==> config.mk <==
export PLATFORM = sky130hd
export DESIGN_NAME = kgem_ctrl
export DESIGN_NICKNAME = d
export VERILOG_FILES = /design/src/rtl/kgem_pkg.sv /design/src/rtl/kgem_ctrl.sv
export VERILOG_INCLUDE_DIRS = /design/src /design/src/rtl
export SDC_FILE = /design/constraint.sdc
export NUM_CORES = 1
export LEC_CHECK = 0
export ABC_AREA = 1
export BUFFER_PORTS_ARGS = -buffer_cell sky130_fd_sc_hd__buf_2
export CELL_PAD_IN_SITES_DETAIL_PLACEMENT = 0
export CELL_PAD_IN_SITES_GLOBAL_PLACEMENT = 1
export CORE_UTILIZATION = 31
export DETAILED_ROUTE_END_ITERATION = 8
export GPL_TIMING_DRIVEN = 1
export PLACE_DENSITY = 0.84
export RECOVER_POWER = 50
export SYNTH_ARGS = -nofsm -noshare
export SYNTH_HDL_FRONTEND = slang
export SYNTH_SLANG_ARGS = --single-unit
==> constraint.sdc <==
create_clock -name clk -period 1.9 [get_ports clk]
set_clock_uncertainty 0.2 [all_clocks]
set_input_delay 0.38 -clock clk [delete_from_list [all_inputs] [get_ports clk]]
set_output_delay 0.38 -clock clk [all_outputs]
set_load 0.1 [all_outputs]
==> src/rtl/key_to_gamepad_event_mapper_macros.svh <==
// ----------------------------------------------------------------------------
// Key to gamepad event mapper - assertion macros
// Shared property wrappers, clocked on clk and disabled during reset.
// ----------------------------------------------------------------------------
`ifndef KEY_TO_GAMEPAD_EVENT_MAPPER_MACROS_SVH
`define KEY_TO_GAMEPAD_EVENT_MAPPER_MACROS_SVH

// same-cycle implication
`define KGEM_ASSERT_IMP(lbl, pre, post) \
	lbl: assert property (@(posedge clk) disable iff (!arst_n) (pre) |-> (post)) \
		else $error("kgem assertion failed");

// next-cycle implication
`define KGEM_ASSERT_NXT(lbl, pre, post) \
	lbl: assert property (@(posedge clk) disable iff (!arst_n) (pre) |=> (post)) \
		else $error("kgem assertion failed");

`endif

==> src/rtl/kgem_pkg.sv <==
// ----------------------------------------------------------------------------
// kgem_pkg
// Types, codes and helpers shared by the key to gamepad event mapper.
// ----------------------------------------------------------------------------
package kgem_pkg;

	localparam logic CMD_KEY  = 1'b0;
	localparam logic CMD_LOAD = 1'b1;

	localparam logic CFG_GAMEPAD     = 1'b0;
	localparam logic CFG_PASSTHROUGH = 1'b1;

	localparam logic [1:0] ACT_RELEASE = 2'd0;
	localparam logic [1:0] ACT_PRESS   = 2'd1;
	localparam logic [1:0] ACT_REPEAT  = 2'd2;

	localparam logic [1:0] EVT_SYN = 2'd0;
	localparam logic [1:0] EVT_KEY = 2'd1;
	localparam logic [1:0] EVT_ABS = 2'd2;

	localparam logic [7:0] KIND_BUTTON = 8'd1;
	localparam logic [7:0] KIND_AXIS   = 8'd2;
	localparam logic [7:0] KIND_DPAD   = 8'd3;

	localparam logic [15:0] BTN_TL2      = 16'h0138;
	localparam logic [15:0] BTN_TR2      = 16'h0139;
	localparam logic [15:0] BTN_HAT_UP   = 16'h0220;
	localparam logic [15:0] BTN_HAT_RIGHT = 16'h0223;

	localparam logic [15:0] ABS_X      = 16'h0000;
	localparam logic [15:0] ABS_Y      = 16'h0001;
	localparam logic [15:0] ABS_Z      = 16'h0002;
	localparam logic [15:0] ABS_RX     = 16'h0003;
	localparam logic [15:0] ABS_RY     = 16'h0004;
	localparam logic [15:0] ABS_RZ     = 16'h0005;
	localparam logic [15:0] HAT_X_CODE = 16'h0010;
	localparam logic [15:0] HAT_Y_CODE = 16'h0011;

	localparam logic [15:0] DPAD_UP_KEY = 16'd103;
	localparam logic [15:0] DPAD_DN_KEY = 16'd108;
	localparam logic [15:0] DPAD_LT_KEY = 16'd105;
	localparam logic [15:0] DPAD_RT_KEY = 16'd106;

	localparam logic [15:0] DPAD_ALT_TARGET = 16'd1;

	localparam logic signed [31:0] TRIGGER_MAX = 32'sd255;
	localparam logic signed [31:0] HAT_MAG     = 32'sd1;
	localparam logic signed [31:0] DPAD_MAG    = 32'sd32767;

	// direction bits: 0 up, 1 down, 2 left, 3 right
	localparam int DIR_UP    = 0;
	localparam int DIR_DOWN  = 1;
	localparam int DIR_LEFT  = 2;
	localparam int DIR_RIGHT = 3;

	typedef struct packed {
		logic [15:0]        key;
		logic [15:0]        target;
		logic [7:0]         kind;
		logic signed [31:0] amount;
	} kgem_entry_t;

	typedef struct packed {
		logic       take;
		logic       scan;
		logic       upd;
		logic       emit;
		logic       pt;
		logic [1:0] slot;
	} kgem_cmd_t;

	typedef struct packed {
		logic       in_load;
		logic       hit;
		logic       miss;
		logic       go;
		logic       pt_en;
		logic       out_free;
		logic [1:0] sync_slot;
	} kgem_sts_t;

	function automatic logic signed [31:0] axis_x(input logic [3:0] bits,
		input logic signed [31:0] mag);
		logic signed [31:0] v;
		v = '0;
		if (bits[DIR_RIGHT])
			v = mag;
		else if (bits[DIR_LEFT])
			v = 32'sd0 - mag;
		return v;
	endfunction

	function automatic logic signed [31:0] axis_y(input logic [3:0] bits,
		input logic signed [31:0] mag);
		logic signed [31:0] v;
		v = '0;
		if (bits[DIR_DOWN])
			v = mag;
		else if (bits[DIR_UP])
			v = 32'sd0 - mag;
		return v;
	endfunction

endpackage

==> src/rtl/kgem_ctrl.sv <==
// ----------------------------------------------------------------------------
// kgem_ctrl
// Sequencer: accept item, scan table, update direction bits, emit events.
// ----------------------------------------------------------------------------
`include "key_to_gamepad_event_mapper_macros.svh"

module kgem_ctrl
	import kgem_pkg::*;
(
	input  logic      clk,
	input  logic      arst_n,
	input  logic      in_valid,
	output logic      in_ready,
	input  kgem_sts_t sts,
	output kgem_cmd_t cmd
);

	typedef enum logic [3:0] {
		ST_IDLE = 4'b0001,
		ST_SCAN = 4'b0010,
		ST_UPD  = 4'b0100,
		ST_EMIT = 4'b1000
	} state_t;

	state_t     state_q, state_d;
	logic [1:0] slot_q;
	logic       pt_q;
	logic       take;

	assign in_ready = (state_q == ST_IDLE);
	assign take     = in_valid & in_ready;

	always_comb begin
		state_d = state_q;
		case (state_q)
			ST_IDLE: begin
				if (take && sts.in_load == CMD_KEY)
					state_d = ST_SCAN;
			end
			ST_SCAN: begin
				if (sts.hit)
					state_d = ST_UPD;
				else if (sts.miss)
					state_d = sts.pt_en ? ST_EMIT : ST_IDLE;
			end
			ST_UPD: begin
				state_d = sts.go ? ST_EMIT : ST_IDLE;
			end
			ST_EMIT: begin
				if (sts.out_free && slot_q == sts.sync_slot)
					state_d = ST_IDLE;
			end
			default: state_d = ST_IDLE;
		endcase
	end

	always_ff @(posedge clk or negedge arst_n) begin
		if (!arst_n) begin
			state_q <= ST_IDLE;
			slot_q  <= '0;
			pt_q    <= 1'b0;
		end else begin
			state_q <= state_d;
			if (take) begin
				slot_q <= '0;
				pt_q   <= 1'b0;
			end else if (state_q == ST_SCAN && sts.miss && !sts.hit) begin
				pt_q <= 1'b1;
			end else if (state_q == ST_EMIT && sts.out_free) begin
				slot_q <= slot_q + 2'd1;
			end
		end
	end

	always_comb begin
		cmd.take = take;
		cmd.scan = (state_q == ST_SCAN);
		cmd.upd  = (state_q == ST_UPD);
		cmd.emit = (state_q == ST_EMIT) && sts.out_free;
		cmd.pt   = pt_q;
		cmd.slot = slot_q;
	end

	`KGEM_ASSERT_IMP(a_hit_miss_excl, sts.hit, !sts.miss)
	`KGEM_ASSERT_IMP(a_emit_free, cmd.emit, sts.out_free)
	`KGEM_ASSERT_NXT(a_key_scans, take && sts.in_load == CMD_KEY, state_q == ST_SCAN)
	`KGEM_ASSERT_NXT(a_sync_ends, cmd.emit && cmd.slot == sts.sync_slot, in_ready)
	`KGEM_ASSERT_IMP(a_slot_bound, state_q == ST_EMIT, slot_q <= sts.sync_slot)

endmodule

==> Yosys cells after proc, flatten, opt, wreduce, memory -nomap -nowiden <==
Index checks and enable logic that the tools add are counted.
{ "word_totals": {"ff_bits": 7, "output_inout_bits": 8} }
{ "op_classes": {"addsub": 1, "eq_ne": 9, "muxes": 12, "n_bitwise": 2, "reduce_logical": 10} }
{ "ops": {"columns": ["op", "count"], "rows": [
  ["$mux W4", 6],
  ["$pmux W4 S4", 1],
  ["$mux W2", 3],
  ["$logic_and A1 B1 Y1", 5],
  ["$eq A4 B1 Y1 const B", 1],
  ["$eq A4 B2 Y1 const B", 1],
  ["$eq A4 B3 Y1 const B", 1],
  ["$eq A4 B4 Y1 const B", 1],
  ["$ne A2 B2 Y1 const B", 2],
  ["$reduce_bool A2 Y1", 2],
  ["$ne A3 B3 Y1 const B", 1],
  ["$reduce_and A3 Y1", 1],
  ["$add A2 B1 Y2 const B", 1],
  ["$eq A2 B2 Y1", 1],
  ["$mux W1", 2],
  ["$ne A2 B1 Y1 const B", 1],
  ["$reduce_and A2 Y1", 1],
  ["$and A1 B1 Y1", 1],
  ["$logic_not A1 Y1", 1],
  ["$not A1 Y1", 1]
]} }

==> Logic depth before layout (Yosys ltp) <==
Gate-level depths: netlist of the first run.
{ "depth": {"word_depth": 5, "ltp_mapped": 8, "ltp_nobuf": 8} }

==> Worst setup path before layout of the first run <==
No wires, ideal clock.
{ "synth_path": {"path_type": "register to output", "startpoint": "register state_q[0]", "endpoint": "output port cmd[6] in the netlist's numbering", "arrival_time_ns": 1.600, "path_slack_ns": -0.280, "path_stages_with_launch": 8, "path_cell_list": "dfstp_2 -> inv_2 -> nor2_2 -> nand2_2 -> inv_2 -> nand2_4 -> inv_2 -> buf_4"} }
{ "synth_between": {"elab_chain_len": 2} }
{ "synth_rtl": {"columns": ["element", "line", "rtl"], "rows": [
  ["start: declaration", "kgem_ctrl.sv:25", "state_t state_q, state_d;"],
  ["start signal: assignment", "kgem_ctrl.sv:63", "state_q <= state_d;"],
  ["$eq A4 B1 Y1", "kgem_ctrl.sv:30", "assign in_ready = (state_q == ST_IDLE);"],
  ["via in_ready", "kgem_ctrl.sv:13", "output logic in_ready,"],
  ["$and A1 B1 Y1", "kgem_ctrl.sv:31", "assign take = in_valid & in_ready;"],
  ["end: declaration", "kgem_ctrl.sv:15", "output kgem_cmd_t cmd"]
]} }
The timed path passes the listed nets, and every way through them passes these cells.

==> out/summary.json, run 1 <==
{
  "timing": {
    "unrepaired_setup_endpoints_after_global_routing": "yes",
    "finalHoldViolations": 0,
    "setup_slack_after_layout_ps": -73.6,
    "timing_max_transition_violations_final": 0,
    "min_period_ps": 1970,
    "timing.slew.headroom": 0.680,
    "max_clock_freq_mhz": 507,
    "final_min_period_over_clock_period": 1.04,
    "report.final.setup_viol": 3,
    "finalSetupTns_ps": -191,
    "tightestPinTransition_ps": 484
  },
  "synth": {
    "synth_top_area_share": 0.293,
    "synthesis.nets": 85,
    "syn_area_per_cell_sq_um": 6.92,
    "synth_area_leaders": "dfrtp_1 (29%), nand3_1 (13%), nand2_1 (9.5%)",
    "dominantRegCellSynth": "dfrtp_1",
    "syn-cell-area_sq_um": 512,
    "synth_seq_area_share": 0.345,
    "netlist_top_cells_count": "nand2_1 (13), nand3_1 (13), inv_1 (10)",
    "ff_latch_count_synth": 7,
    "synth_async_sr_flop_share": 1.00,
    "yosysWarningCount": 0,
    "syn-instance-count": 74,
    "netlist.top_cell.by_area": "dfrtp_1",
    "synthDistinctLibCells": 18,
    "synth_edf_count": 0
  },
  "outcome": {
    "violations_in_the_final_reports": "setup timing",
    "status": "finished with violations"
  },
  "pwr": {
    "cellLeakagePower_nw": 0.459,
    "vdd.ir_drop.worst_v": 0.000603,
    "cellPowerDensity_nw_per_um2": 1280
  },
  "cts": {
    "cts_htree_levels": 1,
    "cts.reportedPaths.clkPinSlew_ps": 50,
    "clock_buffer_depth": 2,
    "numCtsBuffers": 3,
    "cts_tree": "built",
    "cts_num_sinks": 7,
    "root_buffer": "clkbuf_4",
    "clkLatencyLatePin_ps": 250
  },
  "cells_and_area": {
    "design.final.nets": 115,
    "layout-drive-gt1-share": 0.476,
    "final_core_util": 0.533,
    "area_growth_pct": 58.7,
    "post-route-cell-area_sq_um": 812,
    "antenna-diode-count": 0,
    "num-fill-cells": 151
  },
  "setup_path": {
    "worst-setup-path-type": "reg -> out",
    "worstReg2RegStart": "state_q[0]",
    "worst_r2r_path_depth": 8,
    "crit_path_arrival_time_ps": 1390,
    "critical_path_source_type": "flop",
    "timing.critical_path.to_type": "primary output",
    "r2r_setup_slack_ps": 340,
    "worst_r2r_endpoint": "state_q[0]",
    "timing.critical_path.required_ps": 1320,
    "critPathMaxFanout": 6
  },
  "placed_design": {
    "place_worst_setup_slack_ps": 101,
    "dp.final_hpwl_um": 884,
    "globalplace.congestion": 0.778,
    "dpl-instance-area_sq_um": 696,
    "place.port_buffers": 18
  },
  "grt": {
    "wire_length_of_the_first_global_routing_pass_mm": 1.94,
    "grt_max_degree": 8,
    "first_global_vias": 515,
    "grt_overflow": 0,
    "grt.total_usage": 0.145,
    "grt_antenna_before_repair": 0
  },
  "job": {
    "maxCapViolCount": 0
  },
  "route": {
    "drc_viols": 0,
    "detailroute.via_count": 549,
    "detailedRoute.firstPassIterationCount": 4,
    "met1Wirelength_um": 446,
    "drt_first_iter_violations": 4,
    "routed_wl_mm": 1.14,
    "dr_wl_met2_um": 617,
    "wl_per_cell_um": 9.58,
    "final_antenna_net_count": 0,
    "routed-wl-met3_um": 60,
    "top_layer_used": "met4",
    "post_drt_via_cell_ratio": 4.61
  },
  "floorplanning": {
    "io-pin-count": 19,
    "floorplan.core_area_sq_um": 1520,
    "die_y_um": 42.6,
    "die_width_um": 42.6,
    "start_util": 0.336,
    "total_die_area_sq_um": 1820,
    "num_rows": 14
  },
  "worst_hold_path": {
    "hold_path_depth": 2,
    "hp-class": "in -> reg",
    "timing.hold.worst_endpoint": "state_q[1]",
    "worst_min_delay_path_startpoint": "sts[7]"
  }
}
==> registers in the layout, summed over array words and instances (netlist names) <==
name,flops
state_q,4
slot_q,2
pt_q,1
==> metal layers <==
layer,track usage,vias up
li1,-,281
met1,0.147,250
met2,0.273,16
met3,0.0259,2
met4,0.0750,0
met5,0,-
==> logic make-up after synthesis <==
| logic type | after synthesis | synth area share |
|---|---|---|
| AND/OR/NAND/NOR | 42 | 0.413 |
| AO/OA/AOI/OAI | 4 | 0.0611 |
| XOR/XNOR | 1 | 0.0171 |
| flip-flops | 7 | 0.345 |
| buffers and inverters | 20 | 0.164 |
==> layout by cell type, fill, tap and decap left out <==
| cell | count |
|---|---|
| nand2_1 | 14 |
| a21oi_2 | 1 |
| xor2_1 | 1 |
| nor2_4 | 2 |
| nand2_4 | 1 |
| clkbuf_1 | 2 |
| nand2_2 | 1 |
| o21ai_2 | 2 |
| inv_4 | 2 |
| nor2_2 | 2 |
| buf_4 | 8 |
| clkinv_4 | 2 |
| buf_12 | 5 |
| nand3_1 | 13 |
| nor2_1 | 6 |
| nand3_2 | 2 |
| inv_1 | 10 |
| dlygate4sd3_1 | 1 |
| buf_2 | 12 |
| dfrtp_1 | 6 |
| o21ai_1 | 1 |
| clkbuf_4 | 3 |
| dfstp_2 | 1 |
| nand2_8 | 1 |
| inv_2 | 4 |
==> worst max-delay path, cell delays in order (launching register included) <==
cell,delay [ps]
dfstp_2,550
inv_2,50
nor2_4,80
nand2_2,80
clkinv_4,80
nand2_8,60
inv_4,60
buf_12,160
==> layout make-up <==
class                   count  area (sq um)  share of cell area
well taps                  16          20.0              0.0247
flip-flops and latches      7           176               0.217
inverters                  18          82.6               0.102
clock buffers               4          26.3              0.0324
multi-input cells          47           273               0.336
repair buffers             27           234               0.288
==> stage by stage <==
stage                     hold WS [ps]  std cells  total power (W)
after CTS                          117        118          0.00104
final                              115        119          0.00104
after floorplan                   -116         74         0.000652
after global placement            22.2        107         0.000798
after detailed placement          24.7        107         0.000812
after global routing               114        119          0.00109
==> worst max path at each step <==
stage               startpoint  endpoint  slack [ps]  depth (start not counted)
floorplan           state_q[0]    cmd[6]         -30                          7
global placement    state_q[0]    cmd[6]         150                          7
detailed placement  state_q[0]    cmd[6]         100                          7
CTS                 state_q[0]    cmd[6]         -80                          7
global route        state_q[0]    cmd[6]        -120                          7
finish              state_q[0]    cmd[6]         -70                          7
==> power by group <==
group          internal (W)  total [W]  switching (W)  leakage, nW
Clock             0.0000802   0.000136      0.0000555       0.0150
Combinational      0.000247   0.000695       0.000447        0.351
Sequential         0.000183   0.000210      0.0000263       0.0935
Total              0.000511    0.00104       0.000529        0.459
==> repair_timing <==
action / CTS / global route
hold buffers: 1 / 0
pin swaps: 2 / 4
setup buffers: 6 / 1
endpoints found under the setup margin: 2 / 5
gates resized for setup: 5 / 3
hold endpoints to repair: 7 / 0
Note: power is estimated with default switching activity, not from simulation.
==> run 2, diff against run 1 <==
Settings changed: CORE_ASPECT_RATIO set to 0.8, RECOVER_POWER 50 to 25, TNS_END_PERCENT set to 5.
==> out/summary.json, run 2 (synthesis gave the netlist of run 1 again) <==
{
  "worst_hold_path": {
    "hp-class": "in -> reg",
    "hold_path_depth": {"value": 2, "change": "unchanged"},
    "timing.hold.worst_endpoint": "state_q[1]",
    "worst_min_delay_path_startpoint": "sts[7]"
  },
  "outcome": {
    "violations_in_the_final_reports": "setup timing",
    "status": "finished with violations"
  },
  "cts": {
    "clock_buffer_depth": {"value": 2, "change": "unchanged"},
    "numCtsBuffers": {"value": 3, "change": "unchanged"},
    "root_buffer": "clkbuf_4",
    "cts_tree": "built",
    "cts.reportedPaths.clkPinSlew": {"value": 50, "unit": "ps", "change": "about the same"},
    "cts_htree_levels": {"value": 1, "change": "unchanged"},
    "clkLatencyLatePin": {"value": 250, "unit": "ps", "change": "about the same"},
    "cts_num_sinks": {"value": 7, "change": "unchanged"}
  },
  "timing": {
    "setup_slack_after_layout": {"value": -111, "unit": "ps", "change": "-37.8 ps"},
    "report.final.setup_viol": {"value": 4, "change": "+1"},
    "max_clock_freq": {"value": 497, "unit": "MHz", "change": "-1.9%"},
    "unrepaired_setup_endpoints_after_global_routing": "yes",
    "timing_max_transition_violations_final": {"value": 0, "change": "unchanged"},
    "tightestPinTransition": {"value": 487, "unit": "ps", "change": "+2.78 ps"},
    "timing.slew.headroom": {"value": 0.678, "change": "-0.00184"},
    "finalHoldViolations": {"value": 0, "change": "unchanged"},
    "final_min_period_over_clock_period": {"value": 1.06, "change": "+0.0199"},
    "min_period": {"value": 2010, "unit": "ps", "change": "+37.8 ps"}
  },
  "grt": {
    "grt_overflow": {"value": 0, "change": "unchanged"},
    "wire_length_of_the_first_global_routing_pass": {"value": 1.80, "unit": "mm", "change": "-7.1%"},
    "grt_antenna_before_repair": {"value": 0, "change": "unchanged"},
    "grt.total_usage": {"value": 0.152, "change": "+0.00705"},
    "first_global_vias": {"value": 425, "change": "-17%"},
    "grt_max_degree": {"value": 8, "change": "unchanged"}
  },
  "floorplanning": {
    "die_y": {"value": 38.3, "unit": "um", "change": "-10%"},
    "io-pin-count": {"value": 19, "change": "unchanged"},
    "floorplan.core_area": {"value": 1460, "unit": "sq um", "change": "-4.4%"},
    "total_die_area": {"value": 1820, "unit": "sq um", "change": "about the same"},
    "start_util": {"value": 0.351, "change": "+0.0156"},
    "num_rows": {"value": 12, "change": "-2"},
    "die_width": {"value": 47.4, "unit": "um", "change": "+11%"}
  },
  "route": {
    "wl_per_cell": {"value": 9.35, "unit": "um", "change": "-2.4%"},
    "detailedRoute.firstPassIterationCount": {"value": 4, "change": "unchanged"},
    "drc_viols": {"value": 0, "change": "unchanged"},
    "final_antenna_net_count": {"value": 0, "change": "unchanged"},
    "drt_first_iter_violations": {"value": 8, "change": "+4"},
    "detailroute.via_count": {"value": 526, "change": "-4.2%"},
    "routed_wl": {"value": 1.17, "unit": "mm", "change": "+2.5%"},
    "post_drt_via_cell_ratio": {"value": 4.21, "change": "-8.8%"}
  },
  "cells_and_area": {
    "largest_register_ff_count": {"value": 4, "change": "unchanged"},
    "post-route-cell-area": {"value": 828, "unit": "sq um", "change": "+2.0%"},
    "design.final.nets": {"value": 116, "change": "+0.87%"},
    "layout-drive-gt1-share": {"value": 0.500, "change": "+0.0243"},
    "highest_count_cells_in_the_layout_ignoring_fill_and_taps": "nand2_1 (13), nand3_1 (13), buf_2 (12)",
    "finalNonFillerCells": {"value": 125, "change": "+5.0%"},
    "final_core_util": {"value": 0.569, "change": "+0.0359"},
    "antenna-diode-count": {"value": 0, "change": "unchanged"},
    "reg_top3": "state_q: 4 flops, slot_q: 2 flops, pt_q: 1 flops",
    "registers.top_by_ff_count": "state_q",
    "area_growth_pct": 61.9
  },
  "placed_design": {
    "place_worst_setup_slack": {"value": 108, "unit": "ps", "change": "+6.70 ps"},
    "globalplace.congestion": {"value": 0.772, "change": "-0.72%"},
    "dp.final_hpwl": {"value": 964, "unit": "um", "change": "+9.0%"},
    "place.port_buffers": {"value": 18, "change": "unchanged"},
    "dpl-instance-area": {"value": 702, "unit": "sq um", "change": "+0.90%"},
    "post-place-cells": {"value": 112, "change": "+4.7%"}
  },
  "setup_path": {
    "critical_path_depth_in_cells": {"value": 7, "change": "unchanged"},
    "worst_r2r_path_depth": {"value": 9, "change": "+1"},
    "r2r_setup_slack": {"value": 370, "unit": "ps", "change": "+30 ps"},
    "crit_path_arrival_time": {"value": 1430, "unit": "ps", "change": "+40 ps"},
    "cpMostUsedCell": "inv_6",
    "cp.buffers_inverters": {"value": 4, "change": "unchanged"},
    "cp_cell_sequence": "inv_2 > nor2_4 > nand2_4 > inv_6 > nand2_8 > inv_6 > buf_12",
    "crit_path_start": "state_q[0]",
    "worstReg2RegStart": "state_q[0]",
    "worst_r2r_endpoint": "pt_q",
    "critPathMaxFanout": {"value": 4, "change": "-2"},
    "cp_slowest_stage_delay": {"value": 570, "unit": "ps", "change": "+20 ps"},
    "critPathSlowestCell": "dfstp_2",
    "timing.critical_path.to_type": "primary output",
    "critical_path_source_type": "flop",
    "timing.critical_path.required": {"value": 1320, "unit": "ps", "change": "about the same"},
    "family_with_the_most_delay_on_the_worst_path": "flip-flops",
    "worst-setup-path-type": "reg -> out"
  },
  "pwr": {
    "vdd.ir_drop.worst": {"value": 0.000830, "unit": "V", "change": "+37%"},
    "cellPowerDensity": {"value": 1330, "unit": "nW/um^2", "change": "+3.8%"},
    "cellLeakagePower": {"value": 0.456, "unit": "nW", "change": "-0.66%"}
  },
  "job": {
    "maxCapViolCount": {"value": 0, "change": "unchanged"}
  }
}
[run 2: final cells by class]
cell class | count | area (sq um)
inverter | 18 | 81.3
multi-input combinational | 47 | 275
tap | 21 | 26.3
clock buffer | 4 | 26.3
sequential | 7 | 178
timing repair buffer | 28 | 241
fill | 147 | 628
[run 2: worst max-delay path by stage]
| stage | slack, ps | to |
|---|---|---|
| after floorplan | -30 | cmd[6] |
| after global placement | 150 | cmd[6] |
| after detailed placement | 110 | cmd[6] |
| after CTS | -110 | cmd[3] |
| after global routing | -170 | cmd[6] |
| final | -110 | cmd[6] |
[run 2: metal layers]
layer	vias to the layer above	share of wire	track usage	routed length (um)
li1	286	-	-	-
met1	224	0.50	0.202	588
met2	16	0.44	0.226	512
met3	0	0.058	0.0849	68
met4	0	0	0	0
met5	-	0	0	0
[run 2: through the flow]
| stage | power, W | setup TNS, ps | hold WS, ps |
|---|---|---|---|
| after floorplan | 0.000652 | -29.8 | -116 |
| after global placement | 0.000806 | 0 | 22.5 |
| after detailed placement | 0.000812 | 0 | 27.2 |
| after CTS | 0.00102 | -219 | 115 |
| after global routing | 0.00117 | -442 | 103 |
| final | 0.00110 | -157 | 114 |
[run 2: what timing repair did]
item	4_1_cts	5_1_grt
hold buffers	1	0
pin swaps	0	2
gates resized for setup	3	5
endpoints found under the hold margin	7	0
buffers inserted	3	5
setup endpoints to repair	2	5
[run 2: report_power, final]
part	switching (W)	internal [W]	leakage, nW
clock	0.0000553	0.0000802	0.0150
combinational	0.000460	0.000289	0.349
sequential	0.0000315	0.000185	0.0920
